**src/sv/mse_pkg.sv**
```systemverilog
// ----------------------------------------------------------------------------
// mse_pkg
// Shared command and status types between the merge sort controller and its
// datapath.
// ----------------------------------------------------------------------------
package mse_pkg;

    // which store currently holds the source runs
    localparam logic SRC_PRIMARY = 1'b0;
    localparam logic SRC_SCRATCH = 1'b1;

    // controller to datapath commands
    typedef struct packed {
        logic load_we;    // write the incoming item into the primary store
        logic merge_we;   // write the merged element into the destination store
        logic src_sel;    // store that holds the source runs
        logic take_left;  // merged element comes from the left run
        logic out_load;   // load the output register from the left read port
        logic out_last;   // last flag for the loaded result
        logic out_ovf;    // overflow flag for the loaded result
    } t_dp_cmd;

    // datapath to controller status
    typedef struct packed {
        logic a_lt_b;     // left head is strictly smaller than right head
        logic out_free;   // output register can take a new result
    } t_dp_sts;

endpackage

```
**src/sv/mse_ctrl.sv**
```systemverilog
// ----------------------------------------------------------------------------
// mse_ctrl
// Sequencer for loading, bottom-up merge passes and result emission. Holds
// the run pointers, run width, item count and dropped flag.
// ----------------------------------------------------------------------------
module mse_ctrl
    import mse_pkg::*;
#(
    parameter int MAX_ITEMS = 64,
    localparam int AW       = $clog2(MAX_ITEMS),
    localparam int CW       = $clog2(MAX_ITEMS + 1)
) (
    input  logic          i_clk,
    input  logic          i_rst_n,
    input  logic          i_in_valid,
    input  logic          i_last_in,
    output logic          o_in_stall,
    input  t_dp_sts       i_sts,
    output t_dp_cmd       o_cmd,
    output logic [AW-1:0] o_rd_addr_a,
    output logic [AW-1:0] o_rd_addr_b,
    output logic [AW-1:0] o_wr_addr
);

    localparam int SW = CW + 2;
    localparam logic [CW-1:0] MAX_C = CW'(MAX_ITEMS);
    localparam logic [CW-1:0] ONE_C = CW'(1);
    localparam logic [CW-1:0] TWO_C = CW'(2);

    typedef enum logic [4:0] {
        S_IDLE  = 5'b00001,
        S_SETUP = 5'b00010,
        S_MERGE = 5'b00100,
        S_TURN  = 5'b01000,
        S_EMIT  = 5'b10000
    } t_state;

    t_state        r_state, n_state;
    logic [CW-1:0] r_count, n_count;
    logic          r_dropped, n_dropped;
    logic [CW-1:0] r_i, n_i;
    logic [CW-1:0] r_j, n_j;
    logic [CW-1:0] r_k, n_k;
    logic [CW-1:0] r_mid, n_mid;
    logic [CW-1:0] r_hi, n_hi;
    logic [CW:0]   r_width, n_width;
    logic          r_src, n_src;

    logic          in_acc;
    logic          left_ok;
    logic          right_ok;
    logic          take_left;
    logic [CW-1:0] k_inc;
    logic [SW-1:0] sum_mid;
    logic [SW-1:0] sum_hi;
    logic [SW-1:0] cnt_ext;
    logic [CW-1:0] run_mid;
    logic [CW-1:0] run_hi;
    logic [SW-1:0] dbl_w;

    assign o_in_stall = (r_state != S_IDLE);
    assign in_acc     = i_in_valid && !o_in_stall;

    // merge decision: left wins when strictly smaller or when the right run is exhausted
    assign left_ok   = r_i < r_mid;
    assign right_ok  = r_j < r_hi;
    assign take_left = left_ok && (!right_ok || i_sts.a_lt_b);
    assign k_inc     = r_k + ONE_C;

    // bounds of the next run pair starting at the current end
    assign cnt_ext = SW'(r_count);
    assign sum_mid = SW'(r_hi) + SW'(r_width);
    assign sum_hi  = SW'(r_hi) + (SW'(r_width) << 1);
    assign run_mid = (sum_mid > cnt_ext) ? r_count : sum_mid[CW-1:0];
    assign run_hi  = (sum_hi > cnt_ext) ? r_count : sum_hi[CW-1:0];

    // first run pair of a new pass
    assign dbl_w   = SW'(r_width) << 1;

    // next state and commands
    always_comb begin
        n_state   = r_state;
        n_count   = r_count;
        n_dropped = r_dropped;
        n_i       = r_i;
        n_j       = r_j;
        n_k       = r_k;
        n_mid     = r_mid;
        n_hi      = r_hi;
        n_width   = r_width;
        n_src     = r_src;
        o_cmd     = '0;
        o_wr_addr = r_k[AW-1:0];

        case (r_state)
            S_IDLE: begin
                o_wr_addr = r_count[AW-1:0];
                if (in_acc) begin
                    if (r_count < MAX_C) begin
                        o_cmd.load_we = 1'b1;
                        n_count       = r_count + ONE_C;
                    end else begin
                        n_dropped = 1'b1;
                    end
                    if (i_last_in) begin
                        n_state = S_SETUP;
                    end
                end
            end

            S_SETUP: begin
                n_src = SRC_PRIMARY;
                n_i   = '0;
                n_j   = ONE_C;
                if (r_count < TWO_C) begin
                    n_state = S_EMIT;
                end else begin
                    n_state = S_MERGE;
                    n_mid   = ONE_C;
                    n_hi    = TWO_C;
                    n_k     = '0;
                    n_width = (CW+1)'(1);
                end
            end

            S_MERGE: begin
                o_cmd.merge_we  = 1'b1;
                o_cmd.take_left = take_left;
                n_k             = k_inc;
                if (take_left) begin
                    n_i = r_i + ONE_C;
                end else begin
                    n_j = r_j + ONE_C;
                end
                if (k_inc == r_hi) begin
                    if (r_hi == r_count) begin
                        // pass complete: swap stores, double the run width
                        n_state = S_TURN;
                        n_width = r_width << 1;
                        n_src   = ~r_src;
                        n_i     = '0;
                        n_j     = '0;
                    end else begin
                        n_i   = r_hi;
                        n_mid = run_mid;
                        n_j   = run_mid;
                        n_hi  = run_hi;
                    end
                end
            end

            S_TURN: begin
                n_i = '0;
                if (SW'(r_width) >= cnt_ext) begin
                    n_state = S_EMIT;
                end else begin
                    n_state = S_MERGE;
                    n_mid   = r_width[CW-1:0];
                    n_j     = r_width[CW-1:0];
                    n_hi    = (dbl_w > cnt_ext) ? r_count : dbl_w[CW-1:0];
                    n_k     = '0;
                end
            end

            S_EMIT: begin
                if (r_i < r_count && i_sts.out_free) begin
                    o_cmd.out_load = 1'b1;
                    o_cmd.out_last = (r_i + ONE_C) == r_count;
                    o_cmd.out_ovf  = r_dropped;
                    n_i            = r_i + ONE_C;
                    if ((r_i + ONE_C) == r_count) begin
                        n_state   = S_IDLE;
                        n_count   = '0;
                        n_dropped = 1'b0;
                    end
                end
            end

            default: begin
                n_state = S_IDLE;
            end
        endcase

        o_cmd.src_sel = r_src;
    end

    // read addresses follow the next pointers so data is ready in the following cycle
    assign o_rd_addr_a = n_i[AW-1:0];
    assign o_rd_addr_b = n_j[AW-1:0];

    // control state
    always_ff @(posedge i_clk) begin
        if (!i_rst_n) begin
            r_state   <= S_IDLE;
            r_count   <= '0;
            r_dropped <= 1'b0;
            r_src     <= SRC_PRIMARY;
        end else begin
            r_state   <= n_state;
            r_count   <= n_count;
            r_dropped <= n_dropped;
            r_src     <= n_src;
        end
    end

    // run pointers
    always_ff @(posedge i_clk) begin
        r_i     <= n_i;
        r_j     <= n_j;
        r_k     <= n_k;
        r_mid   <= n_mid;
        r_hi    <= n_hi;
        r_width <= n_width;
    end

endmodule

```
**config.mk**
```make
export PLATFORM = sky130hd
export DESIGN_NAME = mse_ctrl
export DESIGN_NICKNAME = d
export VERILOG_FILES = /design/src/sv/mse_pkg.sv /design/src/sv/mse_ctrl.sv
export SDC_FILE = /design/constraint.sdc
export NUM_CORES = 1
export LEC_CHECK = 0
export BUFFER_PORTS_ARGS = -buffer_cell sky130_fd_sc_hd__buf_2
export CORE_ASPECT_RATIO = 1.2
export CORE_UTILIZATION = 55
export CTS_BUF_LIST = sky130_fd_sc_hd__clkbuf_16
export DETAILED_ROUTE_END_ITERATION = 10
export GPL_ROUTABILITY_DRIVEN = 0
export PLACE_DENSITY = 0.73
export SYNTH_ARGS = -nofsm -noshare
export SYNTH_HDL_FRONTEND = slang
export SYNTH_SLANG_ARGS = --single-unit
```
**constraint.sdc**
```tcl
create_clock -name i_clk -period 4 [get_ports i_clk]
set_clock_uncertainty 0.05 [all_clocks]
set_input_delay 0 -clock i_clk [delete_from_list [all_inputs] [get_ports i_clk]]
set_output_delay 0 -clock i_clk [all_outputs]
set_load 0.1 [all_outputs]
```
==> flow_metrics.tcl <==
set metrics [dict create \
    outcome "complete, but fails checks" \
    failing_checks "setup timing" \
    finalSetupViolations 5 \
    grt_max_degree 26 \
    first_global_vias 4828 \
    max-cap-violations 0 \
    relSlewSlack 0.224 \
    area_growth_syn_to_layout_pct 18.7 \
    dp_slack_ns 0.0136 \
    htree_levels 3 \
    drc_errors 0 \
    route.final.wire_length_um 15600 \
    hold_viol 0 \
    synth_warnings 0 \
    post_synth_main_area_contributors "edfxtp_1, ha_1, dfxtp_1, xnor2_1, o21ai_0" \
    syn-cell-area_mm2 0.00516 \
    worst_hold_slack_ns 0.359 \
    ioPinCount 32 \
    yosys.area.top_type "edfxtp_1" \
    grt.total_usage 0.324 \
    power.leakage_nw 2.64 \
    vdd.ir_drop.worst_v 0.000257 \
    critical_path.max_fanout 5 \
    cts_max_path_buffers 2 \
    globalRoute.totalOverflow 0 \
    type_of_the_most_critical_hold_path "primary input to flop" \
    dieArea_mm2 0.00978 \
    dr.first_iter.drc_count 382 \
    synth_edf_count 31 \
    cts-root-buf "clkbuf_16" \
    layout_worst_path_cycle_share 1.02 \
    finalMaxSlewViolations 0 \
    synth_top_area_frac 0.180 \
    portBuffers 31 \
    avgViaCountPerCell 6.39 \
    cts_tree "built" \
    sink_count 57 \
    ys_ff_latch 57 \
    numCtsBuffers 9 \
    max_freq_ghz 0.245 \
    timing.final.ws_setup_ns -0.0822 \
    finish.net_count 718 \
    die-width_um 90.5 \
    crit_required_ns 3.95 \
    dr_total_vias 4930 \
    syn_area_per_cell_um2 8.74 \
    drive_above_1_share 0.190 \
    starting_utilization_of_the_core_area 0.569 \
    global_route_wire_length_before_repair_um 24200 \
    syn_nets 662 \
    setup.worst_path.end_class "output pin" \
    worst_ep_arrival_time_ns 4.03 \
    worst_pin_slew_ns 1.16 \
    clk_latency_ns 0.33 \
    synthCells 591 \
    postSynth.topFlopCell "edfxtp_1" \
    crit_start_category "flop" \
    antenna-diode-count 0 \
    routedWlPerCell_um 20.2 \
    core_area_mm2 0.00908 \
    power_density_mw_per_mm2 430 \
    place_hpwl_um 11300 \
    die_y_um 108 \
    path_clk_slew_ns 0.06 \
    post_synthesis_async_set_or_reset_flop_share 0 \
    rsz_0062_raised_after_global_routing "yes" \
    synth_sequential_area_ratio 0.281 \
    setup.worst_path.class "flop to output pin" \
    antenna_violating_nets_post_route 0 \
    synth_cell_type_count 67 \
    finalCoreUtilization 0.675 \
    first_pass_iters 6 \
    floorplan.rows 38 \
    fill_cells 726 \
    initial_antenna_violation_count 0 \
    final_critical_path_required_period_ns 4.08 \
]
==> path summary, 6_finish.rpt <==
check	slack, ns	depth (start not counted)	from	end
setup / recovery	-0.08	20	r_hi[0]	o_rd_addr_b[0]
hold / removal	0.36	6	i_sts[0]	r_i[0]
setup reg to reg	0.02	20	r_hi[0]	r_j[6]
hold reg to reg	0.44	2	r_dropped	r_dropped
==> power by group <==
part | leakage, nW | total, W | switching, W | internal, W
clock | 0.145 | 0.000760 | 0.000298 | 0.000461
combinational | 2.01 | 0.00109 | 0.000721 | 0.000371
sequential | 0.486 | 0.000782 | 0.000114 | 0.000668
total | 2.64 | 0.00263 | 0.00113 | 0.00150
==> layer usage <==
layer / GRT usage / up-vias / wire [um]
li1: - / 2260 / -
met1: 0.388 / 2322 / 6120
met2: 0.521 / 277 / 7260
met3: 0.0612 / 71 / 1370
met4: 0.238 / 0 / 886
met5: 0 / - / 0
==> worst max-delay path: stages, from the launching register on <==
cell and delay [ns]:
edfxtp_1 0.37, ha_2 0.19, inv_2 0.04, fa_2 0.34, nand2b_4 0.16, a21oi_2 0.16, nor2_1 0.07, xnor2_1 0.22
ha_1 0.31, buf_6 0.13, nand4_1 0.15, o211ai_1 0.11, a31oi_1 0.18, nor2_2 0.08, a2111oi_4 0.21, buf_6 0.18
buf_6 0.11, mux2i_1 0.22, o211ai_1 0.12, buf_4 0.16, buf_12 0.16
==> placed cells by master (no fill, tap or decap), types with 14 or more instances in the layout <==
cell type and n:
inv_1 38, dfxtp_1 26, nor2_1 40, and3_1 14, buf_4 39, buf_2 25
edfxtp_1 31, xor2_1 14, xnor2_1 31, a21oi_1 25, nand3_1 23, ha_1 61
nand2_1 48, o21ai_0 36
==> metrics by stage <==
step,instances,total power (W),setup TNS [ns],cell area (um2)
6_report,772,0.00263,-0.190,6130
5_1_grt,772,0.00273,-1.37,6130
4_1_cts,765,0.00260,0,6010
3_5_place_dp,742,0.00180,0,5600
3_3_place_gp,742,0.00177,0,5600
2_1_floorplan,591,0.00159,0,5160
==> synth_stat cells (11+ instances only) <==
library cell	instances
clkbuf_1	14
edfxtp_1	31
xnor2_1	31
and2_1	11
o21a_1	11
xor2_1	15
buf_4	14
inv_1	39
nor2_1	41
dfxtp_1	26
nand2_1	49
a21oi_1	26
and3_1	14
o21ai_0	38
nand3_1	23
ha_1	63
==> final cells by class <==
cell class,instances,area [um2],share of cell area
Tap cell,120,150,0.0245
Timing Repair Buffer,77,613,0.100
Clock inverter,6,46.3,0.00755
Multi-Input combinational cell,461,3470,0.565
Inverter,41,154,0.0251
Clock buffer,10,250,0.0408
Sequential cell,57,1450,0.237
==> sequential cells by signal, summed over array words and instances, names as in the netlist <==
name,cells
r_j,7
r_k,7
r_count,7
r_mid,7
r_i,7
r_width,8
r_hi,7
r_dropped,1
r_src,1
r_state,5
==> kinds of logic after synthesis <==
group | Yosys count | share of synthesized area
fa+ha+maj | 65 | 0.160
buf+inv | 73 | 0.0666
compound gates | 149 | 0.195
simple gates | 185 | 0.181
xor+xnor | 49 | 0.0899
flops | 57 | 0.281
mux | 13 | 0.0259
==> repair_timing <==
| item | in CTS | in global routing |
|---|---|---|
| hold buffers | 3 | 0 |
| setup buffers | 4 | 7 |
| endpoints found under the setup margin | 6 | 7 |
| endpoints found under the hold margin | 7 | 0 |
| resized for setup | 15 | 17 |
| pin swaps | 6 | 9 |
(Power assumes the default switching activity.)
